[src/rtl/core/x86dec_pkg.sv]
// Types, opcode table and operand decode functions for the 16-bit x86 decoder.
// Used by x86_16bit_instruction_decoder; depends on nothing else.
`default_nettype none

package x86dec_pkg;

	typedef enum logic [6:0] {
		MN_AAA, MN_AAD, MN_AAM, MN_AAS, MN_ADC, MN_ADD, MN_AND, MN_CALL, MN_CBW,
		MN_CLC, MN_CLD, MN_CLI, MN_CMC, MN_CMP, MN_CMPSB, MN_CMPSW, MN_CWD,
		MN_DAA, MN_DAS, MN_DEC, MN_DIV, MN_HLT, MN_IDIV, MN_IMUL, MN_IN, MN_INC,
		MN_INT, MN_INTO, MN_INT3, MN_IRET, MN_JA, MN_JAE, MN_JB, MN_JBE, MN_JC,
		MN_JCXZ, MN_JE, MN_JG, MN_JGE, MN_JL, MN_JLE, MN_JMP, MN_JNA, MN_JNAE,
		MN_JNB, MN_JNBE, MN_JNC, MN_JNE, MN_JNG, MN_JNGE, MN_JNL, MN_JNLE, MN_JNO,
		MN_JNP, MN_JNS, MN_JNZ, MN_JO, MN_JP, MN_JPE, MN_JPO, MN_JS, MN_JZ,
		MN_LAHF, MN_LDS, MN_LEA, MN_LES, MN_LODSB, MN_LODSW, MN_LOOP, MN_LOOPE,
		MN_LOOPNE, MN_LOOPNZ, MN_LOOPZ, MN_MOV, MN_MOVSB, MN_MOVSW, MN_MUL,
		MN_NEG, MN_NOP, MN_NOT, MN_OR, MN_OUT, MN_POP, MN_POPA, MN_POPF, MN_PUSH,
		MN_PUSHA, MN_PUSHF, MN_RCL, MN_RCR, MN_RET, MN_RETF, MN_ROL, MN_ROR,
		MN_SAHF, MN_SAL, MN_SAR, MN_SBB, MN_SCASB, MN_SCASW, MN_SHL, MN_SHR,
		MN_STC, MN_STD, MN_STI, MN_STOSB, MN_STOSW, MN_SUB, MN_TEST, MN_XCHG,
		MN_XLATB, MN_XOR, MN_BAD
	} mn_t;

	// Operand forms; register forms are 16 plus the register code
	typedef enum logic [4:0] {
		OP_NO = 5'd0, OP_SM = 5'd1, OP_E8 = 5'd2, OP_E16 = 5'd3, OP_G8 = 5'd4,
		OP_G16 = 5'd5, OP_IU8 = 5'd6, OP_IS8 = 5'd7, OP_IZ16 = 5'd8, OP_IS16 = 5'd9,
		OP_SR = 5'd10, OP_R8 = 5'd11, OP_R16 = 5'd12, OP_MOF = 5'd13,
		OP_AX = 5'd16, OP_BX = 5'd17, OP_CX = 5'd18, OP_DX = 5'd19,
		OP_AL = 5'd20, OP_BL = 5'd21, OP_CL = 5'd22, OP_DL = 5'd23,
		OP_AH = 5'd24, OP_BH = 5'd25, OP_CH = 5'd26, OP_DH = 5'd27,
		OP_SI = 5'd28, OP_DI = 5'd29, OP_BP = 5'd30, OP_SP = 5'd31
	} spec_t;

	localparam logic [1:0] KIND_NONE = 2'd0;
	localparam logic [1:0] KIND_REG  = 2'd1;
	localparam logic [1:0] KIND_IMM  = 2'd2;
	localparam logic [1:0] KIND_MEM  = 2'd3;

	localparam logic [4:0] NOREG = 5'd16;
	localparam logic [1:0] SLOT_THIRD = 2'd2;
	localparam int NUM_SLOTS = 3;

	typedef struct packed {
		logic [7:0]  opcode_byte;
		logic [7:0]  next_byte;
		logic [31:0] following_bytes;
		logic [31:0] instr_address;
	} in_t;

	typedef struct packed {
		logic [6:0]         mnemonic;
		logic               is_jump;
		logic               ends_flow;
		logic [2:0]         length;
		logic [1:0]         slot;
		logic [1:0]         kind;
		logic [4:0]         base_reg;
		logic [4:0]         index_reg;
		logic signed [31:0] value;
		logic               last;
	} out_t;

	typedef struct packed {
		mn_t        mn;
		spec_t      d;
		spec_t      s;
		spec_t      t;
		logic [2:0] len;
		logic       jmp;
		logic       endf;
	} form_t;

	typedef struct packed {
		logic [1:0]  kind;
		logic [4:0]  base;
		logic [4:0]  index;
		logic [31:0] value;
	} opnd_t;

	function automatic logic [4:0] bank8(input logic [2:0] i);
		logic [4:0] r;
		unique case (i)
			3'd0: r = 5'd4;
			3'd1: r = 5'd6;
			3'd2: r = 5'd7;
			3'd3: r = 5'd5;
			3'd4: r = 5'd8;
			3'd5: r = 5'd10;
			3'd6: r = 5'd11;
			default: r = 5'd9;
		endcase
		return r;
	endfunction

	function automatic logic [4:0] bank16(input logic [2:0] i);
		logic [4:0] r;
		unique case (i)
			3'd0: r = 5'd0;
			3'd1: r = 5'd2;
			3'd2: r = 5'd3;
			3'd3: r = 5'd1;
			3'd4: r = 5'd15;
			3'd5: r = 5'd14;
			3'd6: r = 5'd12;
			default: r = 5'd13;
		endcase
		return r;
	endfunction

	function automatic logic [4:0] mem_base(input logic [2:0] i);
		logic [4:0] r;
		unique case (i)
			3'd0, 3'd1, 3'd7: r = 5'd1;
			3'd4: r = 5'd12;
			3'd5: r = 5'd13;
			default: r = 5'd14;
		endcase
		return r;
	endfunction

	function automatic logic [4:0] mem_index(input logic [2:0] i);
		logic [4:0] r;
		unique case (i)
			3'd0, 3'd2: r = 5'd12;
			3'd1, 3'd3: r = 5'd13;
			default: r = NOREG;
		endcase
		return r;
	endfunction

	function automatic spec_t reg16_spec(input logic [2:0] i);
		return spec_t'(5'd16 + bank16(i));
	endfunction

	function automatic spec_t reg8_spec(input logic [2:0] i);
		return spec_t'(5'd16 + bank8(i));
	endfunction

	function automatic mn_t alu_mn(input logic [2:0] i);
		mn_t m;
		unique case (i)
			3'd0: m = MN_ADD;
			3'd1: m = MN_OR;
			3'd2: m = MN_ADC;
			3'd3: m = MN_SBB;
			3'd4: m = MN_AND;
			3'd5: m = MN_SUB;
			3'd6: m = MN_XOR;
			default: m = MN_CMP;
		endcase
		return m;
	endfunction

	function automatic mn_t jcc_mn(input logic [3:0] i);
		mn_t m;
		unique case (i)
			4'h0: m = MN_JO;
			4'h1: m = MN_JNO;
			4'h2: m = MN_JB;
			4'h3: m = MN_JAE;
			4'h4: m = MN_JE;
			4'h5: m = MN_JNE;
			4'h6: m = MN_JBE;
			4'h7: m = MN_JA;
			4'h8: m = MN_JS;
			4'h9: m = MN_JNS;
			4'hA: m = MN_JP;
			4'hB: m = MN_JNP;
			4'hC: m = MN_JL;
			4'hD: m = MN_JGE;
			4'hE: m = MN_JLE;
			default: m = MN_JG;
		endcase
		return m;
	endfunction

	function automatic form_t mkf(input mn_t m, input spec_t d, input spec_t s,
			input logic [2:0] len);
		form_t f;
		f.mn = m;
		f.d = d;
		f.s = s;
		f.t = OP_SM;
		f.len = len;
		f.jmp = 1'b0;
		f.endf = 1'b0;
		return f;
	endfunction

	// Opcode table: mnemonic, operand forms, base length, flow flags
	function automatic form_t get_form(input logic [7:0] op);
		form_t f;
		f = mkf(MN_BAD, OP_NO, OP_NO, 3'd1);
		if (op[7:6] == 2'b00 && op[2:1] != 2'b11) begin
			unique case (op[2:0])
				3'd0: f = mkf(alu_mn(op[5:3]), OP_E8, OP_G8, 3'd2);
				3'd1: f = mkf(alu_mn(op[5:3]), OP_E16, OP_G16, 3'd2);
				3'd2: f = mkf(alu_mn(op[5:3]), OP_G8, OP_E8, 3'd2);
				3'd3: f = mkf(alu_mn(op[5:3]), OP_G16, OP_E16, 3'd2);
				3'd4: f = mkf(alu_mn(op[5:3]), OP_AL, OP_IU8, 3'd2);
				default: f = mkf(alu_mn(op[5:3]), OP_AX, OP_IZ16, 3'd3);
			endcase
		end else if (op[7:5] == 3'b010) begin
			unique case (op[4:3])
				2'd0: f = mkf(MN_INC, reg16_spec(op[2:0]), OP_NO, 3'd1);
				2'd1: f = mkf(MN_DEC, reg16_spec(op[2:0]), OP_NO, 3'd1);
				2'd2: f = mkf(MN_PUSH, reg16_spec(op[2:0]), OP_NO, 3'd1);
				default: f = mkf(MN_POP, reg16_spec(op[2:0]), OP_NO, 3'd1);
			endcase
		end else if (op[7:4] == 4'h7) begin
			f = mkf(jcc_mn(op[3:0]), OP_R8, OP_NO, 3'd2);
			f.jmp = 1'b1;
		end else if (op[7:3] == 5'b10110) begin
			f = mkf(MN_MOV, reg8_spec(op[2:0]), OP_IU8, 3'd2);
		end else if (op[7:3] == 5'b10111) begin
			f = mkf(MN_MOV, reg16_spec(op[2:0]), OP_IZ16, 3'd3);
		end else if (op[7:3] == 5'b10010 && op[2:0] != 3'd0) begin
			f = mkf(MN_XCHG, OP_AX, reg16_spec(op[2:0]), 3'd1);
		end else begin
			unique case (op) inside
				8'h06, 8'h0E, 8'h16, 8'h1E: f = mkf(MN_PUSH, OP_NO, OP_NO, 3'd1);
				8'h07, 8'h17, 8'h1F: f = mkf(MN_POP, OP_NO, OP_NO, 3'd1);
				8'h27: f = mkf(MN_DAA, OP_NO, OP_NO, 3'd1);
				8'h2E: f = mkf(MN_DAS, OP_NO, OP_NO, 3'd1);
				8'h37: f = mkf(MN_AAA, OP_NO, OP_NO, 3'd1);
				8'h3F: f = mkf(MN_AAS, OP_NO, OP_NO, 3'd1);
				8'h60: f = mkf(MN_PUSHA, OP_NO, OP_NO, 3'd1);
				8'h61: f = mkf(MN_POPA, OP_NO, OP_NO, 3'd1);
				8'h68: f = mkf(MN_PUSH, OP_IZ16, OP_NO, 3'd3);
				8'h69: begin
					f = mkf(MN_IMUL, OP_G16, OP_IZ16, 3'd4);
					f.t = OP_E16;
				end
				8'h6A: f = mkf(MN_PUSH, OP_IS8, OP_NO, 3'd2);
				8'h6B: begin
					f = mkf(MN_IMUL, OP_G16, OP_IS8, 3'd3);
					f.t = OP_E16;
				end
				8'h84: f = mkf(MN_TEST, OP_E8, OP_G8, 3'd2);
				8'h85: f = mkf(MN_TEST, OP_E16, OP_G16, 3'd2);
				8'h86: f = mkf(MN_XCHG, OP_G8, OP_E8, 3'd2);
				8'h87: f = mkf(MN_XCHG, OP_G16, OP_E16, 3'd2);
				8'h88: f = mkf(MN_MOV, OP_E8, OP_G8, 3'd2);
				8'h89: f = mkf(MN_MOV, OP_E16, OP_G16, 3'd2);
				8'h8A: f = mkf(MN_MOV, OP_G8, OP_E8, 3'd2);
				8'h8B: f = mkf(MN_MOV, OP_G16, OP_E16, 3'd2);
				8'h8C: f = mkf(MN_MOV, OP_E16, OP_SR, 3'd2);
				8'h8D: f = mkf(MN_LEA, OP_G16, OP_E16, 3'd2);
				8'h8E: f = mkf(MN_MOV, OP_SR, OP_E16, 3'd2);
				8'h8F: f = mkf(MN_POP, OP_E16, OP_NO, 3'd2);
				8'h90: f = mkf(MN_NOP, OP_NO, OP_NO, 3'd1);
				8'h9A: f = mkf(MN_CALL, OP_IZ16, OP_NO, 3'd3);
				8'h9C: f = mkf(MN_PUSHF, OP_NO, OP_NO, 3'd1);
				8'h9D: f = mkf(MN_POPF, OP_NO, OP_NO, 3'd1);
				8'h9E: f = mkf(MN_SAHF, OP_NO, OP_NO, 3'd1);
				8'h9F: f = mkf(MN_LAHF, OP_NO, OP_NO, 3'd1);
				8'hA0: f = mkf(MN_MOV, OP_AL, OP_MOF, 3'd3);
				8'hA1: f = mkf(MN_MOV, OP_AX, OP_MOF, 3'd3);
				8'hA2: f = mkf(MN_MOV, OP_MOF, OP_AL, 3'd3);
				8'hA3: f = mkf(MN_MOV, OP_MOF, OP_AX, 3'd3);
				8'hA4: f = mkf(MN_MOVSB, OP_NO, OP_NO, 3'd1);
				8'hA5: f = mkf(MN_MOVSW, OP_NO, OP_NO, 3'd1);
				8'hA6: f = mkf(MN_CMPSB, OP_NO, OP_NO, 3'd1);
				8'hA7: f = mkf(MN_CMPSW, OP_NO, OP_NO, 3'd1);
				8'hA8: f = mkf(MN_TEST, OP_AL, OP_IU8, 3'd2);
				8'hA9: f = mkf(MN_TEST, OP_AX, OP_IZ16, 3'd3);
				8'hAA: f = mkf(MN_STOSB, OP_NO, OP_NO, 3'd1);
				8'hAB: f = mkf(MN_STOSW, OP_NO, OP_NO, 3'd1);
				8'hAC: f = mkf(MN_LODSB, OP_NO, OP_NO, 3'd1);
				8'hAD: f = mkf(MN_LODSW, OP_NO, OP_NO, 3'd1);
				8'hAE: f = mkf(MN_SCASB, OP_NO, OP_NO, 3'd1);
				8'hAF: f = mkf(MN_SCASW, OP_NO, OP_NO, 3'd1);
				8'hC2, 8'hCA: begin
					f = mkf(op[3] ? MN_RETF : MN_RET, OP_IS16, OP_NO, 3'd3);
					f.endf = 1'b1;
				end
				8'hC3, 8'hCB: begin
					f = mkf(op[3] ? MN_RETF : MN_RET, OP_NO, OP_NO, 3'd1);
					f.endf = 1'b1;
				end
				8'hC4: f = mkf(MN_LES, OP_G16, OP_E16, 3'd2);
				8'hC5: f = mkf(MN_LDS, OP_G16, OP_E16, 3'd2);
				8'hC6: f = mkf(MN_MOV, OP_E8, OP_IU8, 3'd3);
				8'hC7: f = mkf(MN_MOV, OP_E16, OP_IS16, 3'd4);
				8'hCC: f = mkf(MN_INT3, OP_NO, OP_NO, 3'd1);
				8'hCD: f = mkf(MN_INT, OP_IU8, OP_NO, 3'd2);
				8'hCE: f = mkf(MN_INTO, OP_NO, OP_NO, 3'd1);
				8'hCF: f = mkf(MN_IRET, OP_NO, OP_NO, 3'd1);
				8'hD4: f = mkf(MN_AAM, OP_IU8, OP_NO, 3'd2);
				8'hD5: f = mkf(MN_AAD, OP_IU8, OP_NO, 3'd2);
				8'hD7: f = mkf(MN_XLATB, OP_NO, OP_NO, 3'd1);
				8'hE0, 8'hE1, 8'hE2, 8'hE3: begin
					unique case (op[1:0])
						2'd0: f = mkf(MN_LOOPNE, OP_R8, OP_NO, 3'd2);
						2'd1: f = mkf(MN_LOOPE, OP_R8, OP_NO, 3'd2);
						2'd2: f = mkf(MN_LOOP, OP_R8, OP_NO, 3'd2);
						default: f = mkf(MN_JCXZ, OP_R8, OP_NO, 3'd2);
					endcase
					f.jmp = 1'b1;
				end
				8'hE4: f = mkf(MN_IN, OP_AL, OP_IU8, 3'd2);
				8'hE5: f = mkf(MN_IN, OP_AX, OP_IU8, 3'd2);
				8'hE6: f = mkf(MN_OUT, OP_IU8, OP_AL, 3'd2);
				8'hE7: f = mkf(MN_OUT, OP_IU8, OP_AX, 3'd2);
				8'hE8: f = mkf(MN_CALL, OP_R16, OP_NO, 3'd3);
				8'hE9: begin
					f = mkf(MN_JMP, OP_R16, OP_NO, 3'd3);
					f.jmp = 1'b1;
					f.endf = 1'b1;
				end
				8'hEA: begin
					f = mkf(MN_JMP, OP_IZ16, OP_NO, 3'd3);
					f.jmp = 1'b1;
					f.endf = 1'b1;
				end
				8'hEB: begin
					f = mkf(MN_JMP, OP_R8, OP_NO, 3'd2);
					f.jmp = 1'b1;
					f.endf = 1'b1;
				end
				8'hEC: f = mkf(MN_IN, OP_AL, OP_DX, 3'd1);
				8'hED: f = mkf(MN_IN, OP_AX, OP_DX, 3'd1);
				8'hEE: f = mkf(MN_OUT, OP_DX, OP_AL, 3'd1);
				8'hEF: f = mkf(MN_OUT, OP_DX, OP_AX, 3'd1);
				8'hF4: f = mkf(MN_HLT, OP_NO, OP_NO, 3'd1);
				8'hF5: f = mkf(MN_CMC, OP_NO, OP_NO, 3'd1);
				8'hF8: f = mkf(MN_CLC, OP_NO, OP_NO, 3'd1);
				8'hF9: f = mkf(MN_STC, OP_NO, OP_NO, 3'd1);
				8'hFA: f = mkf(MN_CLI, OP_NO, OP_NO, 3'd1);
				8'hFB: f = mkf(MN_STI, OP_NO, OP_NO, 3'd1);
				8'hFC: f = mkf(MN_CLD, OP_NO, OP_NO, 3'd1);
				8'hFD: f = mkf(MN_STD, OP_NO, OP_NO, 3'd1);
				default: f = mkf(MN_BAD, OP_NO, OP_NO, 3'd1);
			endcase
		end
		return f;
	endfunction

	function automatic logic uses_modrm(input spec_t s);
		return s == OP_E8 || s == OP_E16 || s == OP_G8 || s == OP_G16 || s == OP_SR;
	endfunction

	function automatic logic [1:0] disp_bytes(input logic [7:0] modrm);
		logic [1:0] r;
		unique case (modrm[7:6])
			2'd1: r = 2'd1;
			2'd2: r = 2'd2;
			2'd0: r = (modrm[2:0] == 3'd6) ? 2'd2 : 2'd0;
			default: r = 2'd0;
		endcase
		return r;
	endfunction

	function automatic opnd_t mko(input logic [1:0] kind, input logic [4:0] base,
			input logic [4:0] index, input logic [31:0] value);
		opnd_t o;
		o.kind = kind;
		o.base = base;
		o.index = index;
		o.value = value;
		return o;
	endfunction

	function automatic opnd_t rm_operand(input logic [7:0] modrm, input logic [15:0] d16,
			input logic wide);
		opnd_t o;
		if (modrm[7:6] == 2'd3)
			o = mko(KIND_REG, wide ? bank16(modrm[2:0]) : bank8(modrm[2:0]), NOREG, 32'd0);
		else if (modrm[7:6] == 2'd0 && modrm[2:0] == 3'd6)
			o = mko(KIND_MEM, NOREG, NOREG, {16'd0, d16});
		else if (modrm[7:6] == 2'd0)
			o = mko(KIND_MEM, mem_base(modrm[2:0]), mem_index(modrm[2:0]), 32'd0);
		else if (modrm[7:6] == 2'd1)
			o = mko(KIND_MEM, mem_base(modrm[2:0]), mem_index(modrm[2:0]),
				{{24{d16[7]}}, d16[7:0]});
		else
			o = mko(KIND_MEM, mem_base(modrm[2:0]), mem_index(modrm[2:0]),
				{{16{d16[15]}}, d16});
		return o;
	endfunction

	function automatic opnd_t operand(input spec_t s, input logic [7:0] modrm,
			input logic [15:0] d16, input logic [15:0] imm, input logic [31:0] tgt8,
			input logic [31:0] tgt16);
		opnd_t o;
		case (s)
			OP_E8: o = rm_operand(modrm, d16, 1'b0);
			OP_E16: o = rm_operand(modrm, d16, 1'b1);
			OP_G8: o = mko(KIND_REG, bank8(modrm[5:3]), NOREG, 32'd0);
			OP_G16: o = mko(KIND_REG, bank16(modrm[5:3]), NOREG, 32'd0);
			OP_IU8: o = mko(KIND_IMM, NOREG, NOREG, {24'd0, imm[7:0]});
			OP_IS8: o = mko(KIND_IMM, NOREG, NOREG, {{24{imm[7]}}, imm[7:0]});
			OP_IZ16: o = mko(KIND_IMM, NOREG, NOREG, {16'd0, imm});
			OP_IS16: o = mko(KIND_IMM, NOREG, NOREG, {{16{imm[15]}}, imm});
			OP_R8: o = mko(KIND_IMM, NOREG, NOREG, tgt8);
			OP_R16: o = mko(KIND_IMM, NOREG, NOREG, tgt16);
			OP_MOF: o = mko(KIND_MEM, NOREG, NOREG, {16'd0, imm});
			default: begin
				if (s[4])
					o = mko(KIND_REG, {1'b0, s[3:0]}, NOREG, 32'd0);
				else
					o = mko(KIND_NONE, NOREG, NOREG, 32'd0);
			end
		endcase
		return o;
	endfunction

endpackage

`default_nettype wire

[src/rtl/core/x86_16bit_instruction_decoder.sv]
// Three-stage pipelined decoder for one 16-bit x86 instruction per item.
// An item goes through the stage 1, 2 and 3 registers before its first result; then
// one result a cycle while result_stall is low. Stages 1 and 2 take later items, but
// the single result port sets the item rate: 3 results per item, 1 for a bad opcode.
// Reset (arst_n low) clears all stage valid bits and the result counter.
// Depends on x86dec_pkg.
`default_nettype none

module x86_16bit_instruction_decoder (
	input  wire logic            clk,
	input  wire logic            arst_n,
	input  wire logic            instr_valid,
	output logic                 instr_stall,
	input  wire x86dec_pkg::in_t instr,
	output logic                 result_valid,
	input  wire logic            result_stall,
	output x86dec_pkg::out_t     result
);

	// stage 1: table lookup, length and immediate placement
	logic               valid_s1;
	x86dec_pkg::form_t  form_s1;
	logic [2:0]         len_s1;
	logic [15:0]        imm_s1;
	logic [7:0]         modrm_s1;
	logic [15:0]        d16_s1;
	logic [31:0]        addr_s1;

	// stage 2: decoded operands
	logic               valid_s2;
	x86dec_pkg::mn_t    mn_s2;
	logic               jmp_s2;
	logic               endf_s2;
	logic [2:0]         len_s2;
	x86dec_pkg::opnd_t  op_s2 [x86dec_pkg::NUM_SLOTS];

	// stage 3: result serializer
	logic               valid_s3;
	x86dec_pkg::mn_t    mn_s3;
	logic               jmp_s3;
	logic               endf_s3;
	logic [2:0]         len_s3;
	x86dec_pkg::opnd_t  op_s3 [x86dec_pkg::NUM_SLOTS];
	logic [1:0]         cnt_q;

	x86dec_pkg::form_t  form_c;
	logic               modrm_c;
	logic [1:0]         disp_c;
	logic [2:0]         len_c;
	logic [15:0]        imm_c;
	logic [31:0]        tgt8_c;
	logic [31:0]        tgt16_c;
	x86dec_pkg::opnd_t  op_c [x86dec_pkg::NUM_SLOTS];
	logic               bad_s3;
	logic               out_fire;
	logic               last_fire;
	logic               ld1;
	logic               ld2;
	logic               ld3;

	assign bad_s3    = (mn_s3 == x86dec_pkg::MN_BAD);
	assign out_fire  = valid_s3 && !result_stall;
	assign last_fire = out_fire && (bad_s3 || cnt_q == x86dec_pkg::SLOT_THIRD);
	assign ld3       = !valid_s3 || last_fire;
	assign ld2       = !valid_s2 || ld3;
	assign ld1       = !valid_s1 || ld2;
	assign instr_stall = !ld1;

	always_comb begin
		form_c  = x86dec_pkg::get_form(instr.opcode_byte);
		modrm_c = x86dec_pkg::uses_modrm(form_c.d) || x86dec_pkg::uses_modrm(form_c.s)
			|| x86dec_pkg::uses_modrm(form_c.t);
		disp_c  = modrm_c ? x86dec_pkg::disp_bytes(instr.next_byte) : 2'd0;
		len_c   = form_c.len + {1'b0, disp_c};
		// immediate follows the opcode, or the ModRM byte and displacement
		if (!modrm_c)
			imm_c = {instr.following_bytes[7:0], instr.next_byte};
		else begin
			case (disp_c)
				2'd0: imm_c = instr.following_bytes[15:0];
				2'd1: imm_c = instr.following_bytes[23:8];
				default: imm_c = instr.following_bytes[31:16];
			endcase
		end
	end

	always_comb begin
		tgt8_c  = addr_s1 + {29'd0, len_s1} + {{24{imm_s1[7]}}, imm_s1[7:0]};
		tgt16_c = addr_s1 + {29'd0, len_s1} + {{16{imm_s1[15]}}, imm_s1};
		op_c[0] = x86dec_pkg::operand(form_s1.d, modrm_s1, d16_s1, imm_s1, tgt8_c, tgt16_c);
		op_c[1] = x86dec_pkg::operand(form_s1.s, modrm_s1, d16_s1, imm_s1, tgt8_c, tgt16_c);
		if (form_s1.t == x86dec_pkg::OP_SM)
			op_c[2] = op_c[0];
		else
			op_c[2] = x86dec_pkg::operand(form_s1.t, modrm_s1, d16_s1, imm_s1, tgt8_c,
				tgt16_c);
	end

	always_ff @(posedge clk or negedge arst_n) begin
		if (!arst_n) begin
			valid_s1 <= 1'b0;
			valid_s2 <= 1'b0;
			valid_s3 <= 1'b0;
			cnt_q    <= 2'd0;
		end else begin
			if (ld1)
				valid_s1 <= instr_valid;
			if (ld2)
				valid_s2 <= valid_s1;
			if (ld3) begin
				valid_s3 <= valid_s2;
				cnt_q    <= 2'd0;
			end else if (out_fire) begin
				cnt_q <= cnt_q + 2'd1;
			end
		end
	end

	always_ff @(posedge clk) begin
		if (ld1 && instr_valid) begin
			form_s1  <= form_c;
			len_s1   <= len_c;
			imm_s1   <= imm_c;
			modrm_s1 <= instr.next_byte;
			d16_s1   <= instr.following_bytes[15:0];
			addr_s1  <= instr.instr_address;
		end
		if (ld2 && valid_s1) begin
			mn_s2   <= form_s1.mn;
			jmp_s2  <= form_s1.jmp;
			endf_s2 <= form_s1.endf;
			len_s2  <= len_s1;
			op_s2   <= op_c;
		end
		if (ld3 && valid_s2) begin
			mn_s3   <= mn_s2;
			jmp_s3  <= jmp_s2;
			endf_s3 <= endf_s2;
			len_s3  <= len_s2;
			op_s3   <= op_s2;
		end
	end

	assign result_valid = valid_s3;

	always_comb begin
		result.mnemonic  = mn_s3;
		result.is_jump   = jmp_s3;
		result.ends_flow = endf_s3;
		result.length    = len_s3;
		result.slot      = cnt_q;
		result.kind      = op_s3[cnt_q].kind;
		result.base_reg  = op_s3[cnt_q].base;
		result.index_reg = op_s3[cnt_q].index;
		result.value     = op_s3[cnt_q].value;
		result.last      = bad_s3 || cnt_q == x86dec_pkg::SLOT_THIRD;
	end

endmodule

`default_nettype wire

[config.mk]
export PLATFORM = sky130hd
export DESIGN_NAME = x86_16bit_instruction_decoder
export DESIGN_NICKNAME = d
export VERILOG_FILES = /design/src/rtl/core/x86dec_pkg.sv /design/src/rtl/core/x86_16bit_instruction_decoder.sv
export SDC_FILE = /design/constraint.sdc
export NUM_CORES = 1
export LEC_CHECK = 0
export ABC_AREA = 1
export BUFFER_PORTS_ARGS = -buffer_cell sky130_fd_sc_hd__buf_2
export CAP_MARGIN = 10
export CELL_PAD_IN_SITES_DETAIL_PLACEMENT = 0
export CELL_PAD_IN_SITES_GLOBAL_PLACEMENT = 2
export CORE_MARGIN = 3
export CORE_UTILIZATION = 35
export DETAILED_ROUTE_END_ITERATION = 12
export PLACE_DENSITY = 0.72
export SLEW_MARGIN = 10
export SYNTH_ARGS = -nofsm -noshare
export SYNTH_HDL_FRONTEND = slang
export SYNTH_SLANG_ARGS = --single-unit
[constraint.sdc]
create_clock -name clk -period 22.8 [get_ports clk]
set_clock_uncertainty 0.15 [all_clocks]
set_input_delay 2.28 -clock clk [delete_from_list [all_inputs] [get_ports clk]]
set_output_delay 2.28 -clock clk [all_outputs]
set_load 0.1 [all_outputs]
==> reports/metrics.csv, run 1 <==
stage,metric,value,unit
floorplanning,die_w,254,microns
final_layout,layout-drive-gt1-share,11.1,%
logic_synthesis,netlist_area,21500,sq um
floorplanning,fp.coreArea,60600,sq um
power_and_ir_drop,p_sw,1.43,mW
power_and_ir_drop,switching_share,46.7,%
drt,wl_per_cell,23.6,microns
clocking,cts_inserted_buffers,43,
final_layout,final_common_cell,nand2_1,
power_and_ir_drop,seqPwrFrac,33.4,%
power_and_ir_drop,intPower,1.63,mW
clocking,post_cts_resized,0,
critical_path,timing.critical_path.cells,buf_2 -> inv_1 -> ha_1 -> o21ai_2 -> nand2_1 -> nand2_1 -> inv_1 -> nor4_1 -> nand4_1 -> o21ai_1 -> nand3_1 -> nand2_2 -> nand2_2 -> inv_1 -> ha_1 -> inv_1 -> fa_1 -> xnor2_1,
global_route,use_met2,34.6,%
timing,drv_slew,0,
global_route,use_met3,4.32,%
power_and_ir_drop,p_comb_share,45.0,%
drt,drt_iter0_markers,1766,
final_layout,n_fill_cell,6141,
drt,wl,79800,microns
global_route,grt_overflow_total,0,
logic_synthesis,yosys_warnings,0,
critical_path,crit_type,input port to flop,
final_layout,layout_common_cells,"nand2_1 (514), edfxtp_1 (371), nor2_1 (311), nand3_1 (253), inv_1 (215)",
logic_synthesis,ys_seq_area_share,52.3,%
final_layout,nets,2712,
floorplanning,rows,90,
timing,hold_violations,0,
global_route,grt_busiest_layer,met1,
drt,drt_drc_violations_left,0,
critical_path,critPathMaxFanout,21,
critical_path,path_buf_inv,5,
logic_synthesis,synth_area_leaders,"edfxtp_1 (52%), nand2_1 (9.0%), nand3_1 (5.9%)",
global_route,antenna_found_initial,1,
timing,fin_crit,6.42,ns
hold_path,hold_class,flop to flop,
drt,detail-route-antenna-nets,0,
power_and_ir_drop,clock_power_share,21.6,%
logic_synthesis,syn_inst,2424,
timing,setup_viol,0,
timing,slew_headroom,3.40,%
clocking,root_buffer,clkbuf_16,
placement,gp_congestion,0.957,
critical_path,end_kind,flop,
critical_path,arrival,6.57,ns
timing,fin_crit_sh,28.2,%
logic_synthesis,avgSynthCellArea,8.88,sq um
final_layout,area_growth,13.4,%
drt,vias,18400,
logic_synthesis,synth-edff-count,371,
critical_path,cp.required,22.94,ns
clocking,clk_latency,0.56,ns
clocking,path_clk_slew,0.06,ns
critical_path,cpMaxStageDelayCell,nor4_1,
global_route,grt_max_degree,88,
run,cap_violations,0,
placement,io_buffers,143,
global_route,grt_usage,24.6,%
drt,drt-pass1-iter-count,5,
floorplanning,die_y,254,microns
clocking,h-tree-depth,2,
clocking,cts_tree,done,
global_route,grt_pass1_vias,17500,
clocking,cts_hold_buf,0,
timing,worstMarginPinSlew,1.44,ns
critical_path,startpoint_type,input port,
floorplanning,io_pins,145,
critical_path,critPathTopFamily,simple AND/OR/NAND/NOR gates,
floorplanning,dieArea,64500,sq um
power_and_ir_drop,p_leak,10.1,nW
power_and_ir_drop,vdd_drop_max,0.0822,mV
power_and_ir_drop,powerDensity,125,nW/um^2
global_route,globalRouteMet1Util,38.7,%
power_and_ir_drop,power,3.05,mW
timing,fmax,0.156,GHz
logic_synthesis,synthesis.nets,2575,
logic_synthesis,ys_seq_elements,376,
floorplanning,initial_core_util,35.5,%
status,status,"complete, no violations",
logic_synthesis,async_flop_share,1.33,%
logic_synthesis,ys_types,55,
drt,routed_via_density,5.44,
clocking,cts_setup_buffers,0,
global_route,grt_pass1_wl,117000,microns
placement,dp_hpwl,63000,microns
clocking,cts_buffer_depth,3,
clocking,cts.sinks,376,
logic_synthesis,synth_ff_type,edfxtp_1,
timing,rsz0062_at_grt,false,
critical_path,path_common_cell,inv_1,
logic_synthesis,synth_top_area_share,51.8,%
logic_synthesis,synth_top_area_cell,edfxtp_1,
timing,fin_setup_tns,0,ns
critical_path,critPathMaxStageDelay,0.52,ns
power by group through the flow:
stage / clock (mW) / combinational, mW / sequential, mW
after floorplan: 0 / 0.967 / 1.06
after global placement: 0 / 1.36 / 1.03
after detailed placement: 0 / 1.36 / 1.03
after CTS: 0.677 / 1.37 / 1.02
after global routing: 0.707 / 1.48 / 1.03
final: 0.659 / 1.37 / 1.02
cells by family after synthesis:
kind of cell	after synthesis	share of synthesized area (%)
and+or+nand+nor	1237	24.7
AOI/OAI and AO/OA	382	10.9
DFF	376	52.3
buffers and inverters	302	5.59
adders and majority gates	67	4.00
xor gates and xnor gates	59	2.40
other	1	0.0174
flip-flops by register name, summed over array words and instances (netlist names), 7 cells and up:
register,count
op_s3,126
mn_s2,7
addr_s1,32
modrm_s1,8
d16_s1,16
mn_s3,7
form_s1,20
imm_s1,16
op_s2,126
cells in the mapped netlist (all sizes together), types with 19 or more instances:
| library cell | count |
|---|---|
| a21oi | 120 |
| buf | 25 |
| clkbuf | 41 |
| edfxtp | 371 |
| ha | 64 |
| inv | 234 |
| nand2 | 522 |
| nand3 | 255 |
| nand4 | 30 |
| nor2 | 321 |
| nor3 | 53 |
| nor4 | 22 |
| o21ai | 105 |
| o221ai | 19 |
| o31ai | 49 |
| or2 | 22 |
| xnor2 | 21 |
| xor2 | 38 |
cell type report:
class,count,area (sq um),area share [%]
sequential,376,11300,46.2
multi-input combinational,1746,9090,37.2
clock buffer,49,1100,4.50
tap,782,978,4.01
inverter,236,888,3.64
timing repair buffer,158,828,3.39
clock inverter,29,260,1.07
antenna,1,2.50,0.0103
final timing paths:
path / startpoint / end / slack [ns] / cells past startpoint
min in group asynchronous: arst_n / valid_s1$_DFFE_PN0N_ / 1.37 / 1
hold reg to reg: op_s2[83]$_DFFE_PP_ / op_s3[83]$_DFFE_PP_ / 0.25 / 0
setup reg to reg: len_s1[2]$_DFFE_PP_ / op_s2[31]$_DFFE_PP_ / 17.01 / 21
hold / removal: op_s2[83]$_DFFE_PP_ / op_s3[83]$_DFFE_PP_ / 0.25 / 0
setup / recovery: instr[73] / len_s1[2]$_DFFE_PP_ / 16.38 / 18
max in group asynchronous: arst_n / cnt_q[1]$_DFFE_PN0P_ / 20.98 / 1
routing by layer:
metal | routed length, microns | vias to the layer above
met3 | 5420 | 95
met4 | 1820 | 0
met5 | 0 | -
li1 | - | 8786
met2 | 32000 | 660
met1 | 40500 | 8846
through the flow:
stage	cells	hold slack, ns	setup slack, ns	util (%)	instance area, sq um
2_1_floorplan	2424	0.250	13.66	-	21500
3_3_place_gp	3298	0.251	15.97	38.1	23100
3_5_place_dp	3298	0.255	15.98	38.1	23100
4_1_cts	3376	0.248	16.55	40.3	24400
5_1_grt	3376	0.270	16.01	40.3	24400
6_report	3377	0.252	16.38	40.3	24400
Note: power is estimated with default switching activity, not from simulation.
==> inputs of run 2 (changes only) <==
Settings changed: ABC_AREA 1 to 0, PLACE_DENSITY 0.72 to 0.68.
Clock period 22.8 ns to 6.25 ns, I/O delays scaled along.
==> reports/metrics.csv, run 2 <==
stage,metric,value,unit,change
status,status,"complete, no violations",,unchanged
logic_synthesis,post-synth-top-count-cell,edfxtp_1,,was nand2_1
run,cap_violations,0,,unchanged
global_route,antenna_found_initial,0,,was 1
critical_path,critPathMaxFanout,8,,was 21
hold_path,hold_end,addr_s1[0]$_DFFE_PP_,,was op_s3[83]$_DFFE_PP_
logic_synthesis,yosys.area_share.simple,14.8,%,was 24.7%
final_layout,layout_common_cells,"edfxtp_1 (371), nand2_1 (217), buf_2 (143), a21oi_1 (139), o21ai_0 (138)",,"was nand2_1 (514), edfxtp_1 (371), nor2_1 (311), nand3_1 (253), inv_1 (215)"
logic_synthesis,ys_seq_area_share,52.2,%,was 52.3%
logic_synthesis,synth_top_area_share,51.6,%,was 51.8%
hold_path,min_path_cells,1,,was 0
clocking,h-tree-depth,2,,unchanged
logic_synthesis,netlist_area,21600,sq um,was 21500 sq um
logic_synthesis,synth_top_family_by_area,compound AO/OA/AOI/OAI gates,,was simple AND/OR/NAND/NOR gates
final_layout,fin_util,40.2,%,was 40.3%
floorplanning,rows,90,,unchanged
drt,drt_iter0_markers,1562,,was 1766
floorplanning,fp.coreArea,60700,sq um,was 60600 sq um
placement,io_buffers,143,,unchanged
logic_synthesis,synth_ff_type,edfxtp_1,,unchanged
clocking,cts.sinks,376,,unchanged
final_layout,area_growth,13.2,%,was 13.4%
drt,drt-pass1-iter-count,8,,was 5
floorplanning,initial_core_util,35.6,%,was 35.5%
global_route,grt_pass1_vias,16300,,was 17500
logic_synthesis,synth_common_cells,"edfxtp_1 (371), nand2_1 (217), a21oi_1 (139)",,"was nand2_1 (514), edfxtp_1 (371), nor2_1 (313)"
hold_path,hold_class,input port to flop,,was flop to flop
timing,fmax,0.193,GHz,
clocking,path_clk_slew,0.06,ns,about the same
logic_synthesis,synth_area_leaders,"edfxtp_1 (52%), nand2_1 (3.8%), ha_1 (3.7%)",,"was edfxtp_1 (52%), nand2_1 (9.0%), nand3_1 (5.9%)"
drt,drt_drc_violations_left,0,,unchanged
global_route,grt_pass1_wl,110000,microns,was 117000 microns
power_and_ir_drop,p_leak,8.83,nW,was 10.1 nW
floorplanning,die_y,254,microns,about the same
placement,gp_congestion,0.944,,was 0.957
timing,fin_crit,5.18,ns,
logic_synthesis,syn_inst,2017,,was 2424
logic_synthesis,ys_seq_elements,376,,unchanged
critical_path,cp.required,6.37,ns,was 22.94 ns
critical_path,startpoint_type,flop,,was input port
drt,wl_per_cell,25.7,microns,was 23.6 microns
timing,hold_violations,0,,unchanged
logic_synthesis,synth_top_area_cell,edfxtp_1,,unchanged
critical_path,end_kind,flop,,unchanged
final_layout,largest_registers,"op_s2: 126 flops, op_s3: 126 flops, addr_s1: 32 flops",,unchanged
timing,fin_setup_tns,0,ns,unchanged
critical_path,timing.critical_path.cells,ha_1 -> and3_1 -> o21ai_1 -> nor2b_1 -> xor2_1 -> ha_1 -> a211oi_1 -> nand2_1 -> nor3_1 -> a21oi_1 -> o41a_1 -> a21o_1 -> a21oi_1 -> xor2_1 -> o221ai_1,,was buf_2 -> inv_1 -> ha_1 -> o21ai_2 -> nand2_1 -> nand2_1 -> inv_1 -> nor4_1 -> nand4_1 -> o21ai_1 -> nand3_1 -> nand2_2 -> nand2_2 -> inv_1 -> ha_1 -> inv_1 -> fa_1 -> xnor2_1
logic_synthesis,synth-edff-count,371,,unchanged
power_and_ir_drop,power,10.0,mW,was 3.05 mW
global_route,grt_usage,23.0,%,was 24.6%
clocking,clk_latency,0.58,ns,was 0.56 ns
drt,detail-route-antenna-nets,0,,unchanged
timing,setup_viol,0,,unchanged
drt,routed_via_density,5.83,,was 5.44
critical_path,cpMaxStageDelayCell,xor2_1,,was nor4_1
final_layout,nets,2276,,was 2712
floorplanning,dieArea,64700,sq um,was 64500 sq um
final_layout,design_area,24400,sq um,about the same
global_route,grt_overflow_total,0,,unchanged
timing,worstMarginPinSlew,1.14,ns,was 1.44 ns
logic_synthesis,ys_types,90,,was 55
timing,drv_slew,0,,unchanged
logic_synthesis,yosys_warnings,0,,unchanged
logic_synthesis,synth_adder_area_share,4.04,%,was 4.00%
final_layout,layout-drive-gt1-share,13.6,%,was 11.1%
hold_path,min_from,instr[0],,was op_s2[83]$_DFFE_PP_
clocking,root_buffer,clkbuf_16,,unchanged
floorplanning,die_w,254,microns,about the same
final_layout,final_common_cell,edfxtp_1,,was nand2_1
power_and_ir_drop,vdd_drop_max,0.301,mV,was 0.0822 mV
logic_synthesis,synthesis.nets,2168,,was 2575
critical_path,r2r_setup_slack,1.07,ns,was 17.01 ns
power_and_ir_drop,powerDensity,411,nW/um^2,was 125 nW/um^2
drt,vias,17100,,was 18400
timing,fin_crit_sh,82.8,%,
clocking,cts_tree,done,,unchanged
critical_path,arrival,5.29,ns,was 6.57 ns
clocking,cts_buffer_depth,3,,unchanged
critical_path,r2r-start,len_s1[2]$_DFFE_PP_,,unchanged
drt,wl,75600,microns,was 79800 microns
logic_synthesis,synth_xor_area_share,3.41,%,was 2.40%
timing,slew_headroom,23.5,%,was 3.40%
timing,rsz0062_at_grt,false,,unchanged
placement,post_dp_cell_area,23100,sq um,about the same
logic_synthesis,async_flop_share,1.33,%,unchanged
placement,dp_hpwl,56800,microns,was 63000 microns
critical_path,crit_type,flop to flop,,was input port to flop
critical_path,critPathMaxStageDelay,0.48,ns,was 0.52 ns
logic_synthesis,synth_compound_area_share,18.7,%,was 10.9%
critical_path,rr_endpoint,op_s2[68]$_DFFE_PP_,,was op_s2[31]$_DFFE_PP_
clocking,cts_inserted_buffers,40,,was 43
logic_synthesis,synthMuxAreaShare,3.53,%,was 0%
logic_synthesis,avgSynthCellArea,10.7,sq um,was 8.88 sq um
floorplanning,io_pins,145,,unchanged
final_layout,n_antenna_cell,0,,was 1
global_route,grt_max_degree,139,,was 88
critical_path,r2r_cells,15,,was 21
[run 2: metrics by stage]
stage | hold WS, ns | instances | worst slack [ns]
CTS | 0.0682 | 2938 | 1.15
finish | 0.0954 | 2938 | 1.07
global placement | 0.251 | 2864 | 1.03
global route | 0.0700 | 2938 | 0.809
detailed placement | 0.255 | 2864 | 1.17
floorplan | 0.179 | 2017 | 0.558
[run 2: routing by layer]
metal | vias up | GRT usage (%) | share of wire, %
met5 | - | 0 | 0
li1 | 7968 | - | -
met2 | 627 | 33.6 | 43
met1 | 8424 | 35.6 | 49
met3 | 108 | 3.02 | 6.2
met4 | 0 | 5.80 | 2.3
[run 2: worst max-delay path by stage]
stage               slack [ns]  cells after the start             endpoint           startpoint
floorplan                 0.56                      7    endf_s2$_DFFE_PP_   mn_s3[4]$_DFFE_PP_
global placement          1.03                     16  len_s1[1]$_DFFE_PP_            instr[72]
detailed placement        1.17                     16  len_s1[1]$_DFFE_PP_            instr[72]
CTS                       1.15                     15  op_s2[68]$_DFFE_PP_  len_s1[2]$_DFFE_PP_
global route              0.81                     19  op_s2[74]$_DFFE_PP_  len_s1[0]$_DFFE_PP_
finish                    1.07                     15  op_s2[68]$_DFFE_PP_  len_s1[2]$_DFFE_PP_
[run 2: worst max-delay path: cells and delay by family (launching register included)]
kind	cells	cell delay, ns
adders and majority gates	2	0.76
xor gates and xnor gates	2	0.81
and+or+nand+nor	4	0.73
DFF	1	0.42
AOI/OAI and AO/OA	7	2.02
[run 2: area by class of cell]
type / instances / area [sq um]
flip-flops and latches: 376 / 11300
well taps: 782 / 978
multi-input cells: 1472 / 9640
clock inverters: 28 / 277
clock buffers: 45 / 1020
inverters: 51 / 191
fillers: 5933 / 36300
repair buffers: 184 / 1050
[run 2: cells by family (layout without fill, tap and decap cells)]
kind of cell             after synthesis  after routing
AO/OA/AOI/OAI                        599            599
AND/OR/NAND/NOR                      649            649
other                                  1              1
adder cells (fa/ha/maj)               68             68
XOR/XNOR                              84             84
multiplexers                          71             71
buffers and inverters                169            308
flip-flops                           376            376
[run 2: repair_timing]
action,in CTS,in global routing
setup buffers,0,0
hold endpoints to repair,5,0
gates resized for setup,0,0
hold buffers,1,0
[run 2: power by group]
part	internal [mW]	switching, mW
clock	1.32	1.02
sequential	3.34	0.182
combinational	0.970	3.20
total	5.63	4.40
==> inputs of run 3 (changes only) <==
Clock period 6.25 ns to 4.79 ns, I/O delays scaled along.
==> reports/metrics.csv, run 3 (synthesized netlist as in run 2, its figures left out) <==
stage,metric,value,unit,change
critical_path,arrival,4.71,ns,was 5.29 ns
critical_path,critPathMaxFanout,7,,was 8
floorplanning,initial_core_util,35.6,%,unchanged
critical_path,crit_type,flop to flop,,unchanged
final_layout,fin_cells,3105,,was 2938
clocking,h-tree-depth,2,,unchanged
clocking,cts_inserted_buffers,41,,was 40
drt,drt_iter0_markers,1705,,was 1562
drt,wl_per_cell,24.5,microns,was 25.7 microns
final_layout,area_growth,20.5,%,was 13.2%
timing,fin_crit_sh,95.2,%,was 82.8%
drt,routed_via_density,5.72,,was 5.83
timing,hold_violations,0,,unchanged
placement,dp_cells,2986,,was 2864
final_layout,nets,2446,,was 2276
floorplanning,die_y,254,microns,unchanged
run,cap_violations,0,,unchanged
timing,setup_viol,0,,unchanged
final_layout,largest_registers,"op_s2: 126 flops, op_s3: 126 flops, addr_s1: 32 flops",,unchanged
floorplanning,fp.coreArea,60700,sq um,unchanged
final_layout,n_fill_cell,5738,,was 5933
status,status,"complete, no violations",,unchanged
floorplanning,die_w,254,microns,unchanged
floorplanning,rows,90,,unchanged
drt,drt-pass1-iter-count,5,,was 8
drt,wl,75900,microns,was 75600 microns
power_and_ir_drop,power,13.3,mW,was 10.0 mW
global_route,antenna_found_initial,1,,was 0
hold_path,min_path_cells,1,,unchanged
global_route,grt_max_degree,67,,was 139
critical_path,rr_endpoint,op_s2[29]$_DFFE_PP_,,was op_s2[68]$_DFFE_PP_
clocking,path_clk_slew,0.06,ns,about the same
power_and_ir_drop,p_leak,9.67,nW,was 8.83 nW
final_layout,layout_common_cells,"edfxtp_1 (371), nand2_1 (217), buf_4 (159), buf_2 (143), a21oi_1 (136)",,"was edfxtp_1 (371), nand2_1 (217), buf_2 (143), a21oi_1 (139), o21ai_0 (138)"
floorplanning,io_pins,145,,unchanged
clocking,clk_latency,0.57,ns,was 0.58 ns
drt,vias,17800,,was 17100
global_route,grt_overflow_total,0,,unchanged
power_and_ir_drop,powerDensity,510,nW/um^2,was 411 nW/um^2
hold_path,min_from,instr[66],,was instr[0]
clocking,cts_tree,done,,unchanged
clocking,cts.sinks,376,,unchanged
power_and_ir_drop,vdd_drop_max,0.353,mV,was 0.301 mV
critical_path,r2r_setup_slack,0.23,ns,was 1.07 ns
placement,gp_congestion,0.965,,was 0.944
placement,dp_hpwl,58900,microns,was 56800 microns
clocking,root_buffer,clkbuf_16,,unchanged
clocking,cts_buffer_depth,3,,unchanged
critical_path,r2r_cells,17,,was 15
timing,fmax,0.219,GHz,was 0.193 GHz
drt,drt_drc_violations_left,0,,unchanged
final_layout,final_common_cell,edfxtp_1,,unchanged
final_layout,n_antenna_cell,0,,unchanged
drt,detail-route-antenna-nets,0,,unchanged
timing,drv_slew,0,,unchanged
global_route,grt_pass1_vias,17200,,was 16300
global_route,grt_usage,23.3,%,was 23.0%
hold_path,hold_class,input port to flop,,unchanged
final_layout,layout-drive-gt1-share,18.9,%,was 13.6%
placement,io_buffers,143,,unchanged
timing,layout_setup_ws,0.228,ns,was 1.07 ns
timing,worstMarginPinSlew,1.18,ns,was 1.14 ns
placement,place_ws,0.0107,ns,was 1.17 ns
critical_path,crit_start,len_s1[0]$_DFFE_PP_,,was len_s1[2]$_DFFE_PP_
global_route,grt_pass1_wl,113000,microns,was 110000 microns
hold_path,hold_end,modrm_s1[2]$_DFFE_PP_,,was addr_s1[0]$_DFFE_PP_
floorplanning,dieArea,64700,sq um,unchanged
timing,slew_headroom,20.4,%,was 23.5%
critical_path,r2r-start,len_s1[0]$_DFFE_PP_,,was len_s1[2]$_DFFE_PP_
critical_path,startpoint_type,flop,,unchanged
timing,fin_crit,4.56,ns,was 5.18 ns
critical_path,end_kind,flop,,unchanged
critical_path,cp.required,4.94,ns,was 6.37 ns
==> run 3: changes by cell type in the layout (fill, tap and decap cells not counted), sizes merged <==
cell,before,now
buf,183,307
dlygate4sd3,1,46
clkbuf,45,50
clkinv,23,18
clkinvlp,3,1
bufinv,3,2
inv,50,51
==> run 3: how the worst max path moves through the flow <==
stage	to	slack, ns	depth (start not counted)
2_1_floorplan	result[10]	0.13	4
3_3_place_gp	op_s2[30]$_DFFE_PP_	0.05	18
3_5_place_dp	op_s2[30]$_DFFE_PP_	0.01	18
4_1_cts	op_s2[30]$_DFFE_PP_	0.03	18
5_1_grt	op_s2[29]$_DFFE_PP_	-0.06	17
6_report	op_s2[29]$_DFFE_PP_	0.23	17
==> run 3: report_power, final <==
part	internal [mW]	total [mW]	leakage [nW]	switching, mW
Combinational	1.46	5.64	5.59	4.18
Sequential	4.36	4.63	3.46	0.279
Clock	1.72	3.00	0.612	1.28
Total	7.53	13.3	9.67	5.74
==> run 3: area by class of cell <==
cell class                 count  area (sq um)  area share, %
tap                          782           978           3.76
clock buffer                  50          1080           4.16
inverter                      51           191          0.736
timing repair buffer         353          2470           9.50
sequential                   376         11300           43.3
multi-input combinational   1472          9840           37.8
clock inverter                21           179          0.688
==> run 3: layer usage <==
layer  global-route usage [%]  share of wire, %  vias to the layer above
li1                         -                 -                     8306
met3                     3.12               6.0                      124
met1                     35.6                49                     8703
met2                     34.3                42                      639
met5                        0             0.020                        -
met4                     6.90               3.0                        2
==> run 3: repair_timing <==
action                                 in CTS  in global routing
hold buffers                               46                  0
cloned                                      0                  0
resized for setup                           1                 40
pin swaps                                   0                 10
buffers inserted                            0                  2
endpoints found under the hold margin      50                  0
setup endpoints to repair                   1                 19
==> run 3: through the flow <==
stage,utilization [%],hold slack (ns),area [sq um],TNS (ns)
2_1_floorplan,-,0.0334,21600,0
3_3_place_gp,39.7,0.149,24100,0
3_5_place_dp,39.7,0.156,24100,0
4_1_cts,42.5,0.00909,25800,0
5_1_grt,42.8,0.0226,26000,-0.0830
6_report,42.8,0.0408,26000,0
==> run 3: critical path, stage by stage, from the launching register on <==
cell,delay [ns]
edfxtp_1,0.39
ha_1,0.24
fa_1,0.40
a21o_1,0.22
and2_1,0.20
inv_1,0.10
nor2_4,0.07
xor2_4,0.17
ha_2,0.40
nand3_1,0.12
or2_2,0.36
nor3_1,0.15
o21ai_1,0.15
a31oi_1,0.30
o21ai_0,0.16
xor2_1,0.24
o211ai_1,0.24
o2bb2ai_1,0.23
